$ cat src/sv/kbd_pkg.sv
package kbd_pkg;

   typedef enum logic [1:0] {
      OP_SCAN      = 2'd0,
      OP_READ_Q    = 2'd1,
      OP_LOAD      = 2'd2,
      OP_READ_LAST = 2'd3
   } op_type;

   typedef enum logic [2:0] {
      KIND_LED   = 3'd0,
      KIND_CHAR  = 3'd1,
      KIND_EMPTY = 3'd2,
      KIND_LAST  = 3'd3,
      KIND_BREAK = 3'd4
   } kind_type;

   typedef enum logic [3:0] {
      CLS_SHIFT_DN,
      CLS_SHIFT_UP,
      CLS_CAPS,
      CLS_NUM,
      CLS_CTRL_DN,
      CLS_CTRL_UP,
      CLS_BREAK_KEY,
      CLS_KEY,
      CLS_RELEASE,
      CLS_READ_Q,
      CLS_LOAD,
      CLS_READ_LAST
   } cls_type;

   typedef struct packed {
      cls_type    cls;
      logic [6:0] code;
      logic [7:0] map_index;
      logic [7:0] map_char;
   } req_entry_type;

   localparam logic [7:0] LED_CMD      = 8'hED;
   localparam logic [6:0] SC_BREAK_KEY = 7'h2E;
   localparam logic [6:0] SC_CTRL      = 7'h1D;
   localparam logic [6:0] SC_LSHIFT    = 7'h2A;
   localparam logic [6:0] SC_RSHIFT    = 7'h36;
   localparam logic [6:0] SC_CAPS      = 7'h3A;
   localparam logic [6:0] SC_NUM       = 7'h45;
   localparam int         LED_NUM_BIT  = 1;
   localparam int         LED_CAPS_BIT = 2;

endpackage

$ cat src/sv/kbd_if.sv
interface kbd_req_if;
   logic             valid;
   logic             ready;
   kbd_pkg::op_type  op;
   logic [7:0]       scan_byte;
   logic [7:0]       map_index;
   logic [7:0]       map_char;

   modport source(output valid, op, scan_byte, map_index, map_char, input ready);
   modport sink(input valid, op, scan_byte, map_index, map_char, output ready);
endinterface

interface kbd_rsp_if;
   logic              valid;
   logic              ready;
   kbd_pkg::kind_type kind;
   logic [7:0]        value;
   logic              last;

   modport source(output valid, kind, value, last, input ready);
   modport sink(input valid, kind, value, last, output ready);
endinterface

$ cat src/sv/kbd_front.sv
module kbd_front (
   input  logic                   clock,
   input  logic                   reset,
   kbd_req_if.sink                req_ch,
   output logic                   entry_valid,
   output kbd_pkg::req_entry_type entry,
   input  logic                   entry_pop
);
   import kbd_pkg::*;

   req_entry_type fifo_ff [2];
   logic          wr_ptr_ff, wr_ptr_in;
   logic          rd_ptr_ff, rd_ptr_in;
   logic [1:0]    count_ff, count_in;
   req_entry_type cls_entry;
   logic          push;
   logic          is_shift;

   always_comb begin
      is_shift            = (req_ch.scan_byte[6:0] == SC_LSHIFT) ||
                            (req_ch.scan_byte[6:0] == SC_RSHIFT);
      cls_entry.code      = req_ch.scan_byte[6:0];
      cls_entry.map_index = req_ch.map_index;
      cls_entry.map_char  = req_ch.map_char;
      cls_entry.cls       = CLS_RELEASE;
      case (req_ch.op)
         OP_SCAN: begin
            if (req_ch.scan_byte[7]) begin
               if (is_shift)
                  cls_entry.cls = CLS_SHIFT_UP;
               else if (req_ch.scan_byte[6:0] == SC_CTRL)
                  cls_entry.cls = CLS_CTRL_UP;
               else
                  cls_entry.cls = CLS_RELEASE;
            end else if (is_shift) begin
               cls_entry.cls = CLS_SHIFT_DN;
            end else if (req_ch.scan_byte[6:0] == SC_CAPS) begin
               cls_entry.cls = CLS_CAPS;
            end else if (req_ch.scan_byte[6:0] == SC_NUM) begin
               cls_entry.cls = CLS_NUM;
            end else if (req_ch.scan_byte[6:0] == SC_CTRL) begin
               cls_entry.cls = CLS_CTRL_DN;
            end else if (req_ch.scan_byte[6:0] == SC_BREAK_KEY) begin
               cls_entry.cls = CLS_BREAK_KEY;
            end else begin
               cls_entry.cls = CLS_KEY;
            end
         end
         OP_READ_Q:    cls_entry.cls = CLS_READ_Q;
         OP_LOAD:      cls_entry.cls = CLS_LOAD;
         OP_READ_LAST: cls_entry.cls = CLS_READ_LAST;
         default:      cls_entry.cls = CLS_RELEASE;
      endcase
   end

   assign req_ch.ready = (count_ff != 2'd2);
   assign push         = req_ch.valid && req_ch.ready;
   assign entry_valid  = (count_ff != 2'd0);
   assign entry        = fifo_ff[rd_ptr_ff];

   always_comb begin
      wr_ptr_in = push      ? ~wr_ptr_ff : wr_ptr_ff;
      rd_ptr_in = entry_pop ? ~rd_ptr_ff : rd_ptr_ff;
      count_in  = count_ff + {1'b0, push} - {1'b0, entry_pop};
   end

   always_ff @(posedge clock) begin
      if (reset) begin
         wr_ptr_ff <= 1'b0;
         rd_ptr_ff <= 1'b0;
         count_ff  <= 2'd0;
      end else begin
         wr_ptr_ff <= wr_ptr_in;
         rd_ptr_ff <= rd_ptr_in;
         count_ff  <= count_in;
      end
   end

   always_ff @(posedge clock) begin
      if (push)
         fifo_ff[wr_ptr_ff] <= cls_entry;
   end

endmodule

$ cat src/sv/kbd_back.sv
module kbd_back #(
   parameter int QUEUE_DEPTH = 32
) (
   input  logic                   clock,
   input  logic                   reset,
   input  logic                   entry_valid,
   input  kbd_pkg::req_entry_type entry,
   output logic                   entry_pop,
   kbd_rsp_if.source              rsp_ch
);
   import kbd_pkg::*;

   localparam int PTR_W = (QUEUE_DEPTH > 1) ? $clog2(QUEUE_DEPTH) : 1;
   localparam logic [PTR_W-1:0] PTR_LAST = PTR_W'(QUEUE_DEPTH - 1);

   typedef enum logic [2:0] {
      ST_FETCH    = 3'b001,
      ST_EXEC     = 3'b010,
      ST_LED_DATA = 3'b100
   } back_state_type;

   back_state_type state_ff, state_in;
   req_entry_type  cur_ff;
   logic           ctrl_ff, ctrl_in;
   logic           shift_ff, shift_in;
   logic           caps_ff, caps_in;
   logic [2:0]     led_ff, led_in;
   logic [PTR_W-1:0] head_ff, head_in;
   logic [PTR_W-1:0] tail_ff, tail_in;
   logic [7:0]     recent_ff, recent_in;
   logic [7:0]     key_rd_ff;
   logic [7:0]     q_rd_ff;
   logic           rsp_valid_ff, rsp_valid_in;
   kind_type       rsp_kind_ff, rsp_kind_in;
   logic [7:0]     rsp_value_ff, rsp_value_in;
   logic           rsp_last_ff, rsp_last_in;

   logic [7:0]     key_mem [256];
   logic [7:0]     q_mem [QUEUE_DEPTH];

   logic             out_free;
   logic             key_we, q_we;
   logic [7:0]       key_rd_addr;
   logic [PTR_W-1:0] head_next, tail_next;
   logic             q_full, q_empty;

   assign out_free    = !rsp_valid_ff || rsp_ch.ready;
   assign entry_pop   = (state_ff == ST_FETCH) && entry_valid;
   assign key_rd_addr = {shift_ff || caps_ff, entry.code};
   assign head_next   = (head_ff == PTR_LAST) ? '0 : head_ff + 1'b1;
   assign tail_next   = (tail_ff == PTR_LAST) ? '0 : tail_ff + 1'b1;
   assign q_full      = (head_next == tail_ff);
   assign q_empty     = (head_ff == tail_ff);

   assign rsp_ch.valid = rsp_valid_ff;
   assign rsp_ch.kind  = rsp_kind_ff;
   assign rsp_ch.value = rsp_value_ff;
   assign rsp_ch.last  = rsp_last_ff;

   always_comb begin
      state_in     = state_ff;
      ctrl_in      = ctrl_ff;
      shift_in     = shift_ff;
      caps_in      = caps_ff;
      led_in       = led_ff;
      head_in      = head_ff;
      tail_in      = tail_ff;
      recent_in    = recent_ff;
      key_we       = 1'b0;
      q_we         = 1'b0;
      rsp_valid_in = rsp_valid_ff && !rsp_ch.ready;
      rsp_kind_in  = rsp_kind_ff;
      rsp_value_in = rsp_value_ff;
      rsp_last_in  = rsp_last_ff;

      case (state_ff)
         ST_FETCH: begin
            if (entry_valid)
               state_in = ST_EXEC;
         end
         ST_EXEC: begin
            case (cur_ff.cls)
               CLS_SHIFT_DN: begin
                  if (out_free) begin
                     shift_in             = 1'b1;
                     led_in[LED_CAPS_BIT] = 1'b1;
                     rsp_valid_in         = 1'b1;
                     rsp_kind_in          = KIND_LED;
                     rsp_value_in         = LED_CMD;
                     rsp_last_in          = 1'b0;
                     state_in             = ST_LED_DATA;
                  end
               end
               CLS_SHIFT_UP: begin
                  if (caps_ff) begin
                     shift_in = 1'b0;
                     state_in = ST_FETCH;
                  end else if (out_free) begin
                     shift_in             = 1'b0;
                     led_in[LED_CAPS_BIT] = 1'b0;
                     rsp_valid_in         = 1'b1;
                     rsp_kind_in          = KIND_LED;
                     rsp_value_in         = LED_CMD;
                     rsp_last_in          = 1'b0;
                     state_in             = ST_LED_DATA;
                  end
               end
               CLS_CAPS: begin
                  if (out_free) begin
                     caps_in              = !caps_ff;
                     led_in[LED_CAPS_BIT] = !led_ff[LED_CAPS_BIT];
                     rsp_valid_in         = 1'b1;
                     rsp_kind_in          = KIND_LED;
                     rsp_value_in         = LED_CMD;
                     rsp_last_in          = 1'b0;
                     state_in             = ST_LED_DATA;
                  end
               end
               CLS_NUM: begin
                  if (out_free) begin
                     led_in[LED_NUM_BIT] = !led_ff[LED_NUM_BIT];
                     rsp_valid_in        = 1'b1;
                     rsp_kind_in         = KIND_LED;
                     rsp_value_in        = LED_CMD;
                     rsp_last_in         = 1'b0;
                     state_in            = ST_LED_DATA;
                  end
               end
               CLS_CTRL_DN: begin
                  ctrl_in  = 1'b1;
                  state_in = ST_FETCH;
               end
               CLS_CTRL_UP: begin
                  ctrl_in  = 1'b0;
                  state_in = ST_FETCH;
               end
               CLS_BREAK_KEY, CLS_KEY: begin
                  if (ctrl_ff && (cur_ff.cls == CLS_BREAK_KEY)) begin
                     if (out_free) begin
                        rsp_valid_in = 1'b1;
                        rsp_kind_in  = KIND_BREAK;
                        rsp_value_in = 8'd0;
                        rsp_last_in  = 1'b1;
                        state_in     = ST_FETCH;
                     end
                  end else begin
                     recent_in = key_rd_ff;
                     if (!q_full) begin
                        q_we    = 1'b1;
                        head_in = head_next;
                     end
                     state_in = ST_FETCH;
                  end
               end
               CLS_READ_Q: begin
                  if (out_free) begin
                     rsp_valid_in = 1'b1;
                     rsp_last_in  = 1'b1;
                     if (q_empty) begin
                        rsp_kind_in  = KIND_EMPTY;
                        rsp_value_in = 8'd0;
                     end else begin
                        rsp_kind_in  = KIND_CHAR;
                        rsp_value_in = q_rd_ff;
                        tail_in      = tail_next;
                     end
                     state_in = ST_FETCH;
                  end
               end
               CLS_LOAD: begin
                  key_we   = 1'b1;
                  state_in = ST_FETCH;
               end
               CLS_READ_LAST: begin
                  if (out_free) begin
                     rsp_valid_in = 1'b1;
                     rsp_kind_in  = KIND_LAST;
                     rsp_value_in = recent_ff;
                     rsp_last_in  = 1'b1;
                     recent_in    = 8'd0;
                     state_in     = ST_FETCH;
                  end
               end
               default: begin
                  state_in = ST_FETCH;
               end
            endcase
         end
         ST_LED_DATA: begin
            if (out_free) begin
               rsp_valid_in = 1'b1;
               rsp_kind_in  = KIND_LED;
               rsp_value_in = {5'd0, led_ff};
               rsp_last_in  = 1'b1;
               state_in     = ST_FETCH;
            end
         end
         default: begin
            state_in = ST_FETCH;
         end
      endcase
   end

   always_ff @(posedge clock) begin
      if (reset) begin
         state_ff     <= ST_FETCH;
         ctrl_ff      <= 1'b0;
         shift_ff     <= 1'b0;
         caps_ff      <= 1'b0;
         led_ff       <= 3'd0;
         head_ff      <= '0;
         tail_ff      <= '0;
         recent_ff    <= 8'd0;
         rsp_valid_ff <= 1'b0;
      end else begin
         state_ff     <= state_in;
         ctrl_ff      <= ctrl_in;
         shift_ff     <= shift_in;
         caps_ff      <= caps_in;
         led_ff       <= led_in;
         head_ff      <= head_in;
         tail_ff      <= tail_in;
         recent_ff    <= recent_in;
         rsp_valid_ff <= rsp_valid_in;
      end
   end

   always_ff @(posedge clock) begin
      rsp_kind_ff  <= rsp_kind_in;
      rsp_value_ff <= rsp_value_in;
      rsp_last_ff  <= rsp_last_in;
      if (entry_pop)
         cur_ff <= entry;
   end

   // keymap and character ring: one write and one registered read each
   always_ff @(posedge clock) begin
      if (key_we)
         key_mem[cur_ff.map_index] <= cur_ff.map_char;
      if (entry_pop)
         key_rd_ff <= key_mem[key_rd_addr];
   end

   always_ff @(posedge clock) begin
      if (q_we)
         q_mem[head_ff] <= key_rd_ff;
      if (entry_pop)
         q_rd_ff <= q_mem[tail_ff];
   end

endmodule

$ cat src/sv/keyboard_scancode_decoder_unit.sv
// Set-1 scancode decoder. Requests (scancode, queue read, keymap load,
// read-and-clear of the last character) enter a two-entry request queue and
// are executed one at a time by the back end through a fetch state, which
// issues the keymap and ring-buffer reads, and an execute state; a request
// that sends the two LED bytes also passes an LED-data state. Responses wait
// while the response side holds rsp ready low. The ring buffer holds
// QUEUE_DEPTH-1 characters and drops new ones when full. The keymap has no
// reset; every entry a key press uses must be loaded first.
module keyboard_scancode_decoder_unit #(
   parameter int QUEUE_DEPTH = 32
) (
   input logic        clock,
   input logic        reset,
   kbd_req_if.sink    req_ch,
   kbd_rsp_if.source  rsp_ch
);
   import kbd_pkg::*;

   logic          entry_valid;
   logic          entry_pop;
   req_entry_type entry;

   kbd_front u_front (
      .clock       (clock),
      .reset       (reset),
      .req_ch      (req_ch),
      .entry_valid (entry_valid),
      .entry       (entry),
      .entry_pop   (entry_pop)
   );

   kbd_back #(
      .QUEUE_DEPTH (QUEUE_DEPTH)
   ) u_back (
      .clock       (clock),
      .reset       (reset),
      .entry_valid (entry_valid),
      .entry       (entry),
      .entry_pop   (entry_pop),
      .rsp_ch      (rsp_ch)
   );

endmodule

$ cat src/flat_wrapper.sv
// flat-port wrapper written by rule: the top's interface ports become plain ports
module keyboard_scancode_decoder_unit_flat import kbd_pkg::*;
#(
   parameter int QUEUE_DEPTH = 32
)
  (clock, reset, req_ch_valid, req_ch_op, req_ch_scan_byte, req_ch_map_index, req_ch_map_char, req_ch_ready, rsp_ch_valid, rsp_ch_kind, rsp_ch_value, rsp_ch_last, rsp_ch_ready);
  kbd_req_if req_ch_i ();
  kbd_rsp_if rsp_ch_i ();
  input logic clock;
  input logic reset;
  input wire logic [$bits(req_ch_i.valid)-1:0] req_ch_valid;
  input wire logic [$bits(req_ch_i.op)-1:0] req_ch_op;
  input wire logic [$bits(req_ch_i.scan_byte)-1:0] req_ch_scan_byte;
  input wire logic [$bits(req_ch_i.map_index)-1:0] req_ch_map_index;
  input wire logic [$bits(req_ch_i.map_char)-1:0] req_ch_map_char;
  output wire logic [$bits(req_ch_i.ready)-1:0] req_ch_ready;
  output wire logic [$bits(rsp_ch_i.valid)-1:0] rsp_ch_valid;
  output wire logic [$bits(rsp_ch_i.kind)-1:0] rsp_ch_kind;
  output wire logic [$bits(rsp_ch_i.value)-1:0] rsp_ch_value;
  output wire logic [$bits(rsp_ch_i.last)-1:0] rsp_ch_last;
  input wire logic [$bits(rsp_ch_i.ready)-1:0] rsp_ch_ready;
  assign req_ch_i.valid = req_ch_valid;
  assign req_ch_i.op = req_ch_op;
  assign req_ch_i.scan_byte = req_ch_scan_byte;
  assign req_ch_i.map_index = req_ch_map_index;
  assign req_ch_i.map_char = req_ch_map_char;
  assign req_ch_ready = req_ch_i.ready;
  assign rsp_ch_valid = rsp_ch_i.valid;
  assign rsp_ch_kind = rsp_ch_i.kind;
  assign rsp_ch_value = rsp_ch_i.value;
  assign rsp_ch_last = rsp_ch_i.last;
  assign rsp_ch_i.ready = rsp_ch_ready;
  keyboard_scancode_decoder_unit #(.QUEUE_DEPTH(QUEUE_DEPTH)) u_core (.clock(clock), .reset(reset), .req_ch(req_ch_i), .rsp_ch(rsp_ch_i));
endmodule
$ cat config.mk
export PLATFORM = sky130hd
export DESIGN_NAME = keyboard_scancode_decoder_unit_flat
export DESIGN_NICKNAME = d
export VERILOG_FILES = /design/src/sv/kbd_pkg.sv /design/src/sv/kbd_if.sv /design/src/sv/kbd_front.sv /design/src/sv/kbd_back.sv /design/src/sv/keyboard_scancode_decoder_unit.sv /design/src/flat_wrapper.sv
export SDC_FILE = /design/constraint.sdc
export NUM_CORES = 2
export LEC_CHECK = 0
export BUFFER_PORTS_ARGS = -buffer_cell sky130_fd_sc_hd__buf_2
export CAP_MARGIN = 20
export CORE_ASPECT_RATIO = 1.75
export CORE_UTILIZATION = 55
export CTS_CLUSTER_SIZE = 10
export DETAILED_ROUTE_END_ITERATION = 7
export PLACE_DENSITY = 0.71
export SETUP_SLACK_MARGIN = 0.15
export SYNTH_ARGS = -nofsm -noshare
export SYNTH_HDL_FRONTEND = slang
export SYNTH_HIERARCHICAL = 1
export SYNTH_SLANG_ARGS = --single-unit
$ cat constraint.sdc
create_clock -name clock -period 5.5 [get_ports clock]
set_clock_uncertainty 0.1 [all_clocks]
set_input_delay 0.825 -clock clock [delete_from_list [all_inputs] [get_ports clock]]
set_output_delay 0.825 -clock clock [all_outputs]
set_load 0.005 [all_outputs]
==> reports/qor.yml <==
status: "complete, no violations"
slew_headroom: 0.0512
worstMarginPinSlew_ps: 1420
viasPerCell: 6.71
finalHoldViolations: 0
start_util: 0.553
met2_usage: 0.494
final_net_count: 5014
ys.flop_type: "edfxtp_1"
powerDensity_nw_per_um2: 466
synth_compound_area_frac: 0.0368
ys_warn_count: 6
crit_type: "reg2reg"
cts_root_buf: "clkbuf_16"
top_usage_layer: "met2"
holdBufCountCts: 0
hp-class: "in2reg"
yosys.area_share.simple: 0.0369
ys_types: 86
cts_tree: "done"
ys_seq_elements: 2438
cts.repair.resized: 0
cp_data_arrival_time_ps: 5460
rsz0062_at_grt: "no"
port_buffers: 43
synth-adder-area-share: 0.00118
grt_max_degree: 198
core_um2: 173000
final_common_cell: "edfxtp_1"
finalSetupViolCount: 0
first_iter_violations: 5990
met3_usage: 0.0473
utilization: 0.614
placed_area_um2: 98400
clock_path_buffers: 4
wl_mm: 250
drtPass1Iterations: 5
grt_antenna_before_repair: 10
gp_congestion: 0.945
cts.sinks: 2438
setup-tns-final_ps: 0
ant_nets: 0
period_needed_ps: 4930
final_area_um2: 106000
insertion_delay_ps: 830
htree_num_levels: 5
die_height_um: 553
post_drt_wl_per_cell_um: 34.4
crit_fanout: 49
cts_setup_buffers: 0
syn_to_final_growth_pct: 11.2
start_kind: "flop"
die_w_um: 317
pin_count: 44
grt_pass1_wl_mm: 356
synth.avg_cell_area_um2: 20.1
power_leakage_nw: 33.3
grt_overflow: 0
endpoint_kind: "flop"
synth_top_family_by_area: "multiplexers"
clock.fmax_mhz: 203
cap_violations: 0
synth_edf_count: 2406
rows: 202
hpwl_mm: 158
drive_gt1_frac: 0.211
async_flop_share: 0
synth-xor-area-share: 0.00147
cts_buffers: 286
synth_nets: 4798
synthMuxAreaShare: 0.142
netlist_area_um2: 95500
die_area_um2: 175000
clk_pin_slew_worst_paths_ps: 50
grt_pass1_vias: 50600
final_cell_mix: "edfxtp_1 (2,406), mux4_2 (446), nor2_1 (384), clkbuf_16 (289), mux2i_1 (218)"
vias: 48800
grt_use_met1: 0.316
design_power_total_w: 0.0495
ys_seq_area_frac: 0.763
critPathRequiredTime_ps: 6030
groute.usage.overall: 0.288
fin_crit_sh: 0.897
syn_inst: 4759
fillers: 11800
slew_violations: 0
drc: 0
ir_worst_vdd_uv: 456
-- sequential cells by signal, summed over array words and instances (netlist names), 2 cells and up, named ones only --
| register | count |
|---|---|
| u_core/u_back/q_mem | 256 |
| u_core/u_front/count_ff | 2 |
| u_core/u_back/rsp_ch.value | 8 |
| u_core/u_back/key_mem | 2048 |
| u_core/u_back/state_ff | 3 |
| u_core/u_back/q_rd_ff | 8 |
| u_core/u_back/led_ff | 2 |
| u_core/u_back/head_ff | 5 |
| u_core/u_back/key_rd_ff | 8 |
| u_core/u_back/cur_ff | 20 |
| u_core/u_back/rsp_ch.kind | 3 |
| u_core/u_back/recent_ff | 8 |
| u_core/u_back/tail_ff | 5 |
| u_core/u_front/fifo_ff | 54 |
-- metrics by stage --
| step | instances | hold slack [ps] | setup slack [ps] |
|---|---|---|---|
| final | 7272 | 82.2 | 567 |
| after global routing | 7268 | 58.3 | 548 |
| after CTS | 7260 | 38.4 | 750 |
| after detailed placement | 6926 | 389 | 783 |
| after global placement | 6919 | 379 | 281 |
| after floorplan | 4759 | 364 | 1010 |
-- layout make-up --
| type | instances | area, um^2 | area share |
|---|---|---|---|
| clock buffer | 310 | 7320 | 0.0689 |
| tap | 2244 | 2810 | 0.0264 |
| multi-input combinational | 2036 | 21000 | 0.198 |
| antenna | 7 | 17.5 | 0.000165 |
| clock inverter | 24 | 427 | 0.00402 |
| sequential | 2438 | 72900 | 0.686 |
| timing repair buffer | 203 | 1700 | 0.0160 |
| inverter | 10 | 40.0 | 0.000377 |
-- cells in the mapped netlist (all sizes together), types with 10 or more instances --
| master | number | area, um^2 |
|---|---|---|
| nor2b | 22 | 138 |
| o21ai | 52 | 260 |
| nor3b | 10 | 75.1 |
| nand3 | 52 | 273 |
| nand2 | 145 | 552 |
| clkbuf | 105 | 394 |
| nor3 | 51 | 267 |
| edfxtp | 2406 | 72200 |
| o221ai | 21 | 190 |
| nor4 | 25 | 156 |
| mux2i | 218 | 2180 |
| mux2 | 49 | 552 |
| nor2 | 386 | 1450 |
| nand2b | 11 | 76.3 |
| mux4 | 476 | 10800 |
| a31oi | 30 | 188 |
| dfxtp | 32 | 641 |
| o22ai | 47 | 294 |
| a221oi | 37 | 324 |
| buf | 170 | 1340 |
| or2 | 11 | 68.8 |
| xor2 | 10 | 87.6 |
| nand3b | 13 | 101 |
| a21oi | 80 | 404 |
| a22oi | 72 | 541 |
| a2111oi | 18 | 164 |
| a211oi | 35 | 275 |
| and2 | 14 | 90.1 |
| a22o | 32 | 280 |
-- critical path, cell delays in order, from the launching register on --
cell	delay (ps)
dfxtp_1	770
mux2_8	620
buf_4	590
nand2b_4	330
o22ai_1	320
nor3_1	110
a2111oi_0	1090
nor4_1	160
buf_4	260
nor4_1	250
-- logic make-up (layout without fill, tap and decap cells) --
logic type               after synthesis  after routing
AO/OA/AOI/OAI                        493            493
XOR/XNOR                              16             16
other                                  0              7
flip-flops                          2438           2438
adder cells (fa/ha/maj)                9              9
multiplexers                         743            743
buffers and inverters                285            547
AND/OR/NAND/NOR                      775            775
-- final timing paths --
| kind | slack, ps | start | to | depth (start not counted) |
|---|---|---|---|---|
| max | 570 | flop | u_core/u_back/key_rd_ff[0] | 9 |
| min | 80 | req_ch_map_index[2] | u_core/u_front/fifo_ff[0][10] | 1 |
| max reg2reg | 570 | flop | u_core/u_back/key_rd_ff[0] | 9 |
| min reg2reg | 410 | u_core/u_back/recent_ff[5] | u_core/u_back/recent_ff[5] | 2 |
-- metal layers --
layer | vias up | share of wire
met1 | 25300 | 0.32
li1 | 20000 | -
met4 | 10 | 0.093
met5 | - | 0.00031
met2 | 2678 | 0.52
met3 | 789 | 0.075
-- power breakdown --
group | switching, W | internal, W | total (W)
Clock | 0.00692 | 0.00946 | 0.0164
Sequential | 0.000271 | 0.0229 | 0.0231
Combinational | 0.00705 | 0.00288 | 0.00993
No activity file was read; power rests on OpenSTA's default activity.
